File: src/rtl/hps_pkg.sv
// Package for the heading proportional steering block.
// Payload and command types, fixed-point widths, reset values and the CORDIC angle table.
// No dependencies.
package hps_pkg;

   localparam int CORDIC_ITERATIONS_DEFAULT = 16;
   localparam int ANG_TABLE_LEN             = 24;
   localparam int TABLE_IDX_W               = 5;
   localparam int ATAN_W                    = 20;
   localparam int CSR_INDEX_W               = 1;
   localparam int CSR_DATA_W                = 16;

   localparam logic [CSR_INDEX_W-1:0] CSR_HEADING_GAIN  = 1'd0;
   localparam logic [CSR_INDEX_W-1:0] CSR_FORWARD_SPEED = 1'd1;

   localparam logic [15:0] HEADING_GAIN_RESET  = 16'd15974;
   localparam logic [15:0] FORWARD_SPEED_RESET = 16'd256;
   localparam logic [15:0] ROBOT_POS_RESET     = 16'd1408;

   localparam logic signed [22:0] PI_UNITS = 23'sd3294199;
   localparam logic signed [19:0] ANG_MAX  = 20'sd524287;
   localparam logic signed [19:0] ANG_MIN  = -20'sd524288;

   localparam logic        REQ_POSE   = 1'b0;
   localparam logic        REQ_TARGET = 1'b1;

   // atan(2^-i) in units of 2^-20 rad
   localparam logic [ATAN_W-1:0] ATAN_TABLE [ANG_TABLE_LEN] = '{
      20'd823550, 20'd486170, 20'd256879, 20'd130396, 20'd65451, 20'd32757,
      20'd16383,  20'd8192,   20'd4096,   20'd2048,   20'd1024,  20'd512,
      20'd256,    20'd128,    20'd64,     20'd32,     20'd16,    20'd8,
      20'd4,      20'd2,      20'd1,      20'd1,      20'd0,     20'd0
   };

   typedef struct packed {
      logic               req_type;
      logic signed [15:0] pos_x;
      logic signed [15:0] pos_y;
      logic signed [15:0] heading_in;
   } req_payload_type;

   typedef struct packed {
      logic        [15:0] linear_cmd;
      logic signed [19:0] angular_cmd;
   } rsp_payload_type;

   typedef struct packed {
      logic                   load_pose;
      logic                   load_target;
      logic                   iter_en;
      logic [TABLE_IDX_W-1:0] iter_idx;
      logic                   angle_en;
      logic                   mult_en;
      logic                   out_load;
   } hps_cmd_type;

   typedef struct packed {
      logic rsp_free;
   } hps_status_type;

endpackage

File: src/rtl/hps_ctrl.sv
// Controller for the heading proportional steering block.
// Sequences load, CORDIC iterations, angle difference, multiply and output load.
// Depends on hps_pkg.
module hps_ctrl #(
   parameter int CORDIC_ITERATIONS = hps_pkg::CORDIC_ITERATIONS_DEFAULT
) (
   input  logic                    clock,
   input  logic                    reset,
   input  logic                    req_accept,
   input  logic                    req_kind,
   input  hps_pkg::hps_status_type status,
   output logic                    req_stall,
   output hps_pkg::hps_cmd_type    cmd
);

   localparam int IterW = (CORDIC_ITERATIONS > 1) ? $clog2(CORDIC_ITERATIONS) : 1;
   localparam logic [IterW-1:0] IterLast = IterW'(CORDIC_ITERATIONS - 1);

   typedef enum logic [4:0] {
      ST_IDLE  = 5'b00001,
      ST_ITER  = 5'b00010,
      ST_ANGLE = 5'b00100,
      ST_MULT  = 5'b01000,
      ST_OUT   = 5'b10000
   } state_type;

   state_type        state_ff, state_in;
   logic [IterW-1:0] iter_ff, iter_in;

   always_comb begin
      state_in = state_ff;
      iter_in  = iter_ff;
      case (state_ff)
         ST_IDLE: begin
            iter_in = '0;
            if (req_accept && (req_kind == hps_pkg::REQ_TARGET)) begin
               state_in = ST_ITER;
            end
         end
         ST_ITER: begin
            iter_in = iter_ff + IterW'(1);
            if (iter_ff == IterLast) begin
               state_in = ST_ANGLE;
            end
         end
         ST_ANGLE: state_in = ST_MULT;
         ST_MULT:  state_in = ST_OUT;
         ST_OUT: begin
            if (status.rsp_free) begin
               state_in = ST_IDLE;
            end
         end
         default: state_in = ST_IDLE;
      endcase
   end

   always_ff @(posedge clock) begin
      if (reset) begin
         state_ff <= ST_IDLE;
         iter_ff  <= '0;
      end else begin
         state_ff <= state_in;
         iter_ff  <= iter_in;
      end
   end

   assign req_stall = (state_ff != ST_IDLE);

   always_comb begin
      cmd.load_pose   = req_accept && (req_kind == hps_pkg::REQ_POSE);
      cmd.load_target = req_accept && (req_kind == hps_pkg::REQ_TARGET);
      cmd.iter_en     = (state_ff == ST_ITER);
      cmd.iter_idx    = hps_pkg::TABLE_IDX_W'(iter_ff);
      cmd.angle_en    = (state_ff == ST_ANGLE);
      cmd.mult_en     = (state_ff == ST_MULT);
      cmd.out_load    = (state_ff == ST_OUT) && status.rsp_free;
   end

   a_iter_done: assert property (@(posedge clock) disable iff (reset)
      (state_ff == ST_ITER) && (iter_ff == IterLast) |=> (state_ff == ST_ANGLE))
      else $error("CORDIC did not finish after the last iteration");

   a_mult_from_angle: assert property (@(posedge clock) disable iff (reset)
      (state_ff == ST_MULT) |-> $past(state_ff == ST_ANGLE))
      else $error("multiply step not preceded by angle step");

   a_out_hold: assert property (@(posedge clock) disable iff (reset)
      (state_ff == ST_OUT) && !status.rsp_free |=> (state_ff == ST_OUT))
      else $error("result dropped while output register busy");

   a_no_accept_busy: assert property (@(posedge clock) disable iff (reset)
      (state_ff != ST_IDLE) |-> !cmd.load_target && !cmd.load_pose)
      else $error("transaction taken while a target is in progress");

endmodule

File: src/rtl/hps_dpath.sv
// Datapath for the heading proportional steering block.
// Pose and config registers, iterative vectoring CORDIC, gain multiply, output register.
// Depends on hps_pkg.
module hps_dpath (
   input  logic                                clock,
   input  logic                                reset,
   input  hps_pkg::req_payload_type            req_data,
   input  logic                                csr_we,
   input  logic [hps_pkg::CSR_INDEX_W-1:0]     csr_index,
   input  logic [hps_pkg::CSR_DATA_W-1:0]      csr_wdata,
   input  logic                                rsp_stall,
   input  hps_pkg::hps_cmd_type                cmd,
   output hps_pkg::hps_status_type             status,
   output logic                                rsp_valid,
   output hps_pkg::rsp_payload_type            rsp_data
);

   logic [15:0]        gain_ff, speed_ff;
   logic signed [15:0] robot_x_ff, robot_y_ff, robot_hd_ff;
   logic signed [31:0] x_ff, y_ff;
   logic signed [21:0] z_ff;
   logic signed [22:0] base_ff;
   logic               zero_ff;
   logic signed [17:0] diff_ff;
   logic signed [34:0] prod_ff;
   logic               rsp_valid_ff;
   hps_pkg::rsp_payload_type rsp_data_ff;

   logic signed [16:0] dx, dy;
   logic signed [31:0] x0, y0, xs, ys;
   logic signed [21:0] atan_step;
   logic signed [23:0] ang_sum;
   logic signed [15:0] ang_q12;
   logic signed [35:0] prod_rnd;
   logic signed [22:0] prod_q12;
   logic signed [19:0] ang_sat;

   assign dx = {req_data.pos_x[15], req_data.pos_x} - {robot_x_ff[15], robot_x_ff};
   assign dy = {req_data.pos_y[15], req_data.pos_y} - {robot_y_ff[15], robot_y_ff};
   assign x0 = {{3{dx[16]}}, dx, 12'b0};
   assign y0 = {{3{dy[16]}}, dy, 12'b0};

   assign xs        = x_ff >>> cmd.iter_idx;
   assign ys        = y_ff >>> cmd.iter_idx;
   assign atan_step = signed'({2'b00, hps_pkg::ATAN_TABLE[cmd.iter_idx]});

   assign ang_sum = {{2{z_ff[21]}}, z_ff} + {base_ff[22], base_ff} + 24'sd128;
   assign ang_q12 = zero_ff ? 16'sd0 : 16'(ang_sum >>> 8);

   assign prod_rnd = {prod_ff[34], prod_ff} + 36'sd2048;
   assign prod_q12 = 23'(prod_rnd >>> 12);

   always_comb begin
      if (prod_q12 > 23'(hps_pkg::ANG_MAX)) begin
         ang_sat = hps_pkg::ANG_MAX;
      end else if (prod_q12 < 23'(hps_pkg::ANG_MIN)) begin
         ang_sat = hps_pkg::ANG_MIN;
      end else begin
         ang_sat = 20'(prod_q12);
      end
   end

   always_ff @(posedge clock) begin
      if (reset) begin
         gain_ff     <= hps_pkg::HEADING_GAIN_RESET;
         speed_ff    <= hps_pkg::FORWARD_SPEED_RESET;
         robot_x_ff  <= hps_pkg::ROBOT_POS_RESET;
         robot_y_ff  <= hps_pkg::ROBOT_POS_RESET;
         robot_hd_ff <= '0;
      end else begin
         if (csr_we) begin
            case (csr_index)
               hps_pkg::CSR_HEADING_GAIN:  gain_ff  <= csr_wdata;
               hps_pkg::CSR_FORWARD_SPEED: speed_ff <= csr_wdata;
               default: ;
            endcase
         end
         if (cmd.load_pose) begin
            robot_x_ff  <= req_data.pos_x;
            robot_y_ff  <= req_data.pos_y;
            robot_hd_ff <= req_data.heading_in;
         end
      end
   end

   // CORDIC vectoring, angle difference, gain scaling and output payload, payload only
   always_ff @(posedge clock) begin
      if (cmd.load_target) begin
         zero_ff <= (dx == 17'sd0) && (dy == 17'sd0);
         z_ff    <= '0;
         if (dx[16]) begin
            x_ff    <= -x0;
            y_ff    <= -y0;
            base_ff <= dy[16] ? -hps_pkg::PI_UNITS : hps_pkg::PI_UNITS;
         end else begin
            x_ff    <= x0;
            y_ff    <= y0;
            base_ff <= '0;
         end
      end else if (cmd.iter_en) begin
         if (!y_ff[31]) begin
            x_ff <= x_ff + ys;
            y_ff <= y_ff - xs;
            z_ff <= z_ff + atan_step;
         end else begin
            x_ff <= x_ff - ys;
            y_ff <= y_ff + xs;
            z_ff <= z_ff - atan_step;
         end
      end
      if (cmd.angle_en) begin
         diff_ff <= {{2{ang_q12[15]}}, ang_q12} - {{2{robot_hd_ff[15]}}, robot_hd_ff};
      end
      if (cmd.mult_en) begin
         prod_ff <= 35'(signed'({1'b0, gain_ff}) * diff_ff);
      end
      if (cmd.out_load) begin
         rsp_data_ff.linear_cmd  <= speed_ff;
         rsp_data_ff.angular_cmd <= ang_sat;
      end
   end

   always_ff @(posedge clock) begin
      if (reset) begin
         rsp_valid_ff <= 1'b0;
      end else if (cmd.out_load) begin
         rsp_valid_ff <= 1'b1;
      end else if (!rsp_stall) begin
         rsp_valid_ff <= 1'b0;
      end
   end

   assign status.rsp_free = !rsp_valid_ff || !rsp_stall;
   assign rsp_valid       = rsp_valid_ff;
   assign rsp_data        = rsp_data_ff;

endmodule

File: src/rtl/heading_proportional_steering.sv
// Go-to-goal heading steering: pose updates are stored, a target yields one velocity command.
// Pose transaction: stored, no result. Target transaction: result registered after the
// CORDIC iterations, angle difference and gain multiply; no further transaction is taken
// until it is loaded into the output register, as the single-step CORDIC stage is shared.
// A finished result waits in the output register; the next transaction is taken meanwhile.
// Synchronous active-high reset: gain 3.9, speed 1.0, robot at (5.5, 5.5) heading 0.
module heading_proportional_steering #(
   parameter int CORDIC_ITERATIONS = hps_pkg::CORDIC_ITERATIONS_DEFAULT
) (
   input  logic                            clock,
   input  logic                            reset,
   input  logic                            req_valid,
   output logic                            req_stall,
   input  hps_pkg::req_payload_type        req_data,
   output logic                            rsp_valid,
   input  logic                            rsp_stall,
   output hps_pkg::rsp_payload_type        rsp_data,
   input  logic                            csr_we,
   input  logic [hps_pkg::CSR_INDEX_W-1:0] csr_index,
   input  logic [hps_pkg::CSR_DATA_W-1:0]  csr_wdata
);

   hps_pkg::hps_cmd_type    cmd;
   hps_pkg::hps_status_type status;
   logic                    req_accept;

   assign req_accept = req_valid && !req_stall;

   hps_ctrl #(
      .CORDIC_ITERATIONS(CORDIC_ITERATIONS)
   ) u_ctrl (
      .clock      (clock),
      .reset      (reset),
      .req_accept (req_accept),
      .req_kind   (req_data.req_type),
      .status     (status),
      .req_stall  (req_stall),
      .cmd        (cmd)
   );

   hps_dpath u_dpath (
      .clock     (clock),
      .reset     (reset),
      .req_data  (req_data),
      .csr_we    (csr_we),
      .csr_index (csr_index),
      .csr_wdata (csr_wdata),
      .rsp_stall (rsp_stall),
      .cmd       (cmd),
      .status    (status),
      .rsp_valid (rsp_valid),
      .rsp_data  (rsp_data)
   );

endmodule
File: config.mk
export PLATFORM = sky130hd
export DESIGN_NAME = heading_proportional_steering
export DESIGN_NICKNAME = d
export VERILOG_FILES = /design/src/rtl/hps_pkg.sv /design/src/rtl/hps_ctrl.sv /design/src/rtl/hps_dpath.sv /design/src/rtl/heading_proportional_steering.sv
export SDC_FILE = /design/constraint.sdc
export NUM_CORES = 2
export LEC_CHECK = 0
export BUFFER_PORTS_ARGS = -buffer_cell sky130_fd_sc_hd__buf_2
export CORE_MARGIN = 1
export CORE_UTILIZATION = 35
export CTS_CLUSTER_DIAMETER = 120
export DETAILED_ROUTE_END_ITERATION = 16
export HOLD_SLACK_MARGIN = 0.15
export PLACE_DENSITY = 0.5
export SLEW_MARGIN = 5
export SYNTH_ARGS = -nofsm -noshare
export SYNTH_HDL_FRONTEND = slang
export SYNTH_SLANG_ARGS = --single-unit
File: constraint.sdc
create_clock -name clock -period 14.3 [get_ports clock]
set_input_delay 4.29 -clock clock [delete_from_list [all_inputs] [get_ports clock]]
set_output_delay 4.29 -clock clock [all_outputs]
set_load 0.03 [all_outputs]
# Yosys cells after proc, flatten, opt, wreduce, memory -nomap -nowiden
# Memory sizes are Yosys's and may differ from the RTL's.
# Cells that the tools add are included.
[word_totals]
register_bits = 288
latch_bits = 0
ramBits = 0
rom_bits = 640
in_bits = 71
out_inout_bits = 38
wordCells = 90
mem_count = 1
[memory_table]
columns = ["name", "words", "word_bits", "rd", "rd_ports_with_merged_regs", "wr", "line", "source"]
rows = [
  ["(no name shown)", 32, 20, 1, 0, 0, "hps_dpath.sv:45", "assign atan_step = signed'({2'b00, hps_pkg::ATAN_TABLE[cmd.iter_idx]});"],
]
[op_classes]
add_sub_neg = 15
mul = 1
div = 0
n_lt_le_gt_ge = 3
n_eq_ne = 11
n_shift = 2
muxes = 21
bitwise_logic = 3
reduce_logical = 16
[ops]
columns = ["cell", "count"]
rows = [
  ["$mux 32", 8],
  ["$add 32x32->32", 2],
  ["$neg 29->32", 2],
  ["$sshr 32x4->32", 2],
  ["$sub 32x32->32", 2],
  ["$mux 20", 3],
  ["$sub 16x16->17", 3],
  ["$add 35x13->35 const B", 1],
  ["$logic_not 17->1", 2],
  ["$mul 17x17->34", 1],
  ["$pmux 5 s5", 1],
  ["$add 22x23->24", 1],
  ["$add 24x8->24 const B", 1],
  ["$gt 23x20->1 const B", 1],
  ["$lt 23x20->1 const B", 1],
  ["$mux 23", 1],
  ["$add 22x21->22", 1],
  ["$mux 22", 1],
  ["$sub 22x21->22", 1],
  ["$mux 16", 1],
  ["$mux 5", 3],
  ["$pmux 4 s2", 1],
  ["$ge 6x6->1 const B", 1],
  ["$ne 2x1->1 const B", 3],
  ["other kinds (18)", 28],
]

# Logic depth before layout (Yosys ltp)
[logic_depth]
word_depth = 6
mapped_depth = 26
mapped_depth_nobuf = 23

# Hierarchy
# A second synthesis with hierarchy kept.
[unflattened]
cells_unflattened = 3811
hier_area_um2 = 33301.9
[modules_own_cells]
columns = ["module", "instances", "cells_per_inst", "area_per_inst_um2", "seq_area_each_um2"]
rows = [
  ["hps_dpath", 1, 3748, 32761.4, 6386.1],
  ["hps_ctrl", 1, 62, 526.8, 180.2],
  ["heading_proportional_steering", 1, 1, 13.8, 0.0],
]

# Worst setup path before layout
# No wires, ideal clock.
[synth_timing]
kind = "input -> register"
start = "input req_data[32] (netlist bit)"
end = "register u_dpath.x_ff[27], data pin"
setup_time_ps = 265
t_arrival_ps = 7196
required_time_ps = 14035
path_slack_ps = 6840
cell_stages = 13
n_path_buf = 0
path_cell_list = "inv_1 > ha_1 > inv_1 > fa_1 > a21oi_1 > o21ai_0 > a2111oi_0 > a311oi_1 > a221oi_1 > nand4_1 > or4b_2 > a22oi_1 > nand3_1"
[synth_between]
elab_chain_cells = 4
[synth_rtl]
columns = ["element", "line", "source"]
rows = [
  ["from (decl)", "heading_proportional_steering.sv:14", "input hps_pkg::req_payload_type req_data,"],
  ["$sub 16x16->17 (*)", "hps_dpath.sv:38", "assign dx = {req_data.pos_x[15], req_data.pos_x} - {robot_x_ff[15], robot_x_ff};"],
  ["$neg 29->32", "hps_dpath.sv:92", "x_ff <= -x0;"],
  ["$mux 32 (*)", "hps_dpath.sv:91", "if (dx[16]) begin"],
  ["$mux 32 (*)", "hps_dpath.sv:88", "if (cmd.load_target) begin"],
  ["to (signal assigned)", "hps_dpath.sv:92", ""],
  ["to (signal assigned)", "hps_dpath.sv:102", "x_ff <= x_ff + ys;"],
  ["to (signal assigned)", "hps_dpath.sv:106", "x_ff <= x_ff - ys;"],
  ["to (decl)", "hps_dpath.sv:20", "logic signed [31:0] x_ff, y_ff;"],
]
# Every way passes the cells marked *; elsewhere a longest branch is shown, timed or not.
# A chain may end at the register's enable or synchronous reset.

# Final worst setup path
[layout_timing]
start = "input req_data[32] (netlist bit)"
end = "register u_dpath.y_ff[13], data pin"
[layout_between]
elab_chain_cells = 3
[layout_rtl]
columns = ["element", "line", "source"]
rows = [
  ["$sub 16x16->17", "hps_dpath.sv:38", ""],
  ["$mux 32", "hps_dpath.sv:91", ""],
  ["$mux 32", "hps_dpath.sv:88", ""],
  ["to (signal assigned)", "hps_dpath.sv:93", "y_ff <= -y0;"],
  ["to (signal assigned)", "hps_dpath.sv:97", "y_ff <= y0;"],
  ["to (signal assigned)", "hps_dpath.sv:103", "y_ff <= y_ff - xs;"],
  ["to (decl)", "hps_dpath.sv:20", ""],
]
# No other way between the ends.

==> out/results.tsv <==
stage	metric	value	unit
critical_path	Req. time, crit path	14620	ps
grt	vias in the first global route	26820	
yosys	syn_nets	4398	
critical_path	Critical Path Sink Type	register	
clocking	clk buf depth	3	
finish	share of cells above drive strength 1	8.188	%
power	Combinational Power Share	70.8	%
die	Die H	306.6	µm
finish	nets@finish	4415	
clocking	Post-CTS Setup Inserts	0	
timing	Slew Limit Headroom	24.15	%
detailed_routing	routed via count	26640	
timing	Slew @ Worst Pin	1134	ps
power	leak pwr	15.19	nW
die	core area	91800	µm²
clocking	CTS buffer count	38	
outcome	status	finished clean	
clocking	post-CTS sizing	0	
timing	Final Max Tran Viols	0	
critical_path	critical path's largest stage delay	880	ps
die	Die Wd	306.6	µm
yosys	Cells after Synth	3800	
power	Seq pwr share	17.8	%
clocking	CTS tree	yes	
timing	Hold Fails Final Rpt	0	
detailed_routing	DRT iter0 DRCs	1466	
clocking	CTS clk-pin slew, worst paths	50	ps
timing	Highest Clock Rate	127.9	MHz
critical_path	worst-path cell chain	buf_2 > inv_1 > ha_1 > inv_1 > fa_1 > a21oi_1 > o21ai_0 > nand3_1 > a21oi_1 > nor3_1 > nor2_1 > inv_1 > mux2_2 > nand2_1 > o31ai_1	
detailed_routing	Final Routed Wirelength	93.40	mm
detailed_routing	DR DRC count	0	
die	initial core utilization	35.37	%
yosys	number of flops mapped to enable cells by yosys	144	
yosys	Netlist cell types	98	
yosys	Avg Inst Size Synth	8.544	µm²
timing	TNS Setup	0	ps
placement	Inst Count DP	5020	
critical_path	Setup Crit Path Kind	in -> reg	
power	Internal	4.254	mW
finish	final core occ	38.58	%
timing	unrepaired setup endpoints after global routing	false	
flow_run	max cap viols	0	
min_path	Hold Path Class	reg -> reg	
detailed_routing	drt wl/cell	18.35	µm
power	VDD IR max	0.0001993	V
yosys	Yosys top cell by area	edfxtp_1	
clocking	CTS Sinks	256	
yosys	Post-synth top flop	edfxtp_1	
clocking	H-tree depth	2	
placement	GPL Wtd Cong	0.8683	
yosys	register area share after synthesis	20.22	%
yosys	Synth async-reset ratio	0	%
power	P_sw	4.152	mW
finish	commonest non-fill, non-tap cell in the layout	nand2_1	
yosys	register bit total from synthesis	256	
placement	Port-buffer cells	108	
timing	crit path time final	7820	ps
timing	final worst path period share	54.69	%
power	Clk pwr share	11.4	%
yosys	top cells by area, synth	edfxtp_1 13%, fa_1 13%, ha_1 12%	
finish	most frequent cells in the layout	481 x nand2_1, 436 x inv_1, 313 x ha_1, 299 x a21oi_1, 214 x fa_1	
power	switching share of power	49.39	%
yosys	Syn. warnings	0	
placement	Detailed Place HPWL	71.95	mm
finish	non-filler cells, final	5091	
critical_path	CP Data Arrival Time	8140	ps
timing	final hold slack	427.5	ps
clocking	clock root buffer	clkbuf_16	
critical_path	most used cell, CP	inv_1	
grt	Total Routing Usage GR	19.93	%
die	placement row count	111	
grt	first-pass GRT wire length	149.5	mm
finish	Layout area overhead	9.079	%
detailed_routing	Vias/cell	5.234	
critical_path	Critical Path Source Type	primary input	
timing	Fin Clk Skew	42.89	ps
die	number of I/O pins	109	
critical_path	CP Max Fanout	23	
clocking	cts hold-fix bufs	0	
detailed_routing	Final ANT Viol Nets	0	
clocking	Worst-Skew Late Latency	600	ps
yosys	post-synth top area share	13.32	%
grt	pin count of the biggest net entering global routing	91	
grt	initial antenna violation count	2	
yosys	Netlist Area Pre-Place	32470	µm²
timing	final setup violation count	0	
grt	total gr overflow	0	
power	P per Cell Area	237.3	nW/µm²
detailed_routing	drt pass-1 iters	5	
critical_path	Max stage delay cell, worst path	nor2_1	
die	Die ar.	93990	µm²
-- power groups by stage --
stage	logic, mW	clock network, mW	registers, mW
floorplan	4.57	0	1.36
global placement	5.95	0	1.51
detailed placement	5.95	0	1.51
CTS	5.99	0.991	1.49
global route	6.70	1.01	1.52
finish	5.95	0.958	1.50
-- cell usage after synthesis (34+ instances only) --
| master | number |
|---|---|
| a211oi_1 | 34 |
| a21o_1 | 51 |
| inv_1 | 437 |
| nand3_1 | 65 |
| mux2_2 | 41 |
| nor3_1 | 60 |
| mux4_2 | 43 |
| fa_1 | 214 |
| nand2b_1 | 40 |
| nand2_1 | 482 |
| a31oi_1 | 35 |
| xor2_1 | 110 |
| o21ai_0 | 154 |
| dfxtp_1 | 112 |
| clkbuf_1 | 122 |
| nor2b_1 | 37 |
| a21oi_1 | 300 |
| and2_1 | 187 |
| mux2i_1 | 61 |
| ha_1 | 313 |
| xnor2_1 | 128 |
| edfxtp_1 | 144 |
| nor2_1 | 207 |
-- cell type report --
class | instances | area [µm²]
sequential | 256 | 6579
clock inverter | 21 | 252.7
timing repair buffer | 135 | 745.7
inverter | 438 | 1644
antenna | 1 | 2.502
multi-input combinational | 2948 | 23630
tap | 1243 | 1555
fill | 9521 | 56390
clock buffer | 49 | 1012
-- cell families (layout without fill, tap and decap cells) --
family	count (synthesis)	count (layout)	synth area share, %
fa+ha+maj	527	527	25.26
xor+xnor	239	239	6.489
compound gates	803	803	15.58
simple gates	1223	1223	18.22
other cells	0	1	0
flops	256	256	20.22
mux	156	156	7.091
buf+inv	596	643	7.141
-- flip-flops by register name (all words and copies together) (netlist names) --
| signal | count |
|---|---|
| u_dpath.z_ff | 22 |
| u_dpath.prod_ff | 23 |
| u_dpath.rsp_data | 36 |
| u_ctrl.state_ff | 5 |
| u_ctrl.iter_ff | 4 |
| u_dpath.robot_x_ff | 16 |
| u_dpath.gain_ff | 16 |
| u_dpath.rsp_valid | 1 |
| u_dpath.speed_ff | 16 |
| u_dpath.base_ff | 3 |
| u_dpath.y_ff | 32 |
| u_dpath.x_ff | 32 |
| u_dpath.diff_ff | 17 |
| u_dpath.zero_ff | 1 |
| u_dpath.robot_y_ff | 16 |
| u_dpath.robot_hd_ff | 16 |
-- final timing paths --
kind / from / end / slack (ps) / depth (start not counted)
min: u_dpath.speed_ff[7] / u_dpath.rsp_data[27] / 430 / 0
min reg2reg: u_dpath.speed_ff[7] / u_dpath.rsp_data[27] / 430 / 0
max: req_data[32] / u_dpath.y_ff[13] / 6480 / 15
max reg2reg: u_ctrl.iter_ff[2] / u_dpath.y_ff[20] / 6930 / 22
-- critical path, delay by kind of cell --
kind / cells / cell delay (ps)
simple gates: 4 / 1250
compound gates: 4 / 770
fa+ha+maj: 2 / 430
buf+inv: 4 / 920
mux: 1 / 460
-- through the flow --
stage	power, mW	worst slack [ps]	area [µm²]
3_3_place_gp	7.459	5967	34150
6_report	8.405	6480	35420
5_1_grt	9.228	6038	35420
4_1_cts	8.474	6487	35410
3_5_place_dp	7.451	5843	34150
2_1_floorplan	5.925	6840	32470
-- per-layer routing --
metal | vias to the layer above | part of all wire (%) | global-route usage (%) | routed length [µm]
met1 | 12890 | 44 | 25.07 | 41190
met5 | - | 0.014 | 0 | 13
li1 | 13140 | - | - | -
met4 | 2 | 2.6 | 6.000 | 2395
met2 | 495 | 50 | 35.81 | 46600
met3 | 119 | 3.4 | 1.971 | 3198
No activity file was read; power rests on OpenSTA's default activity.
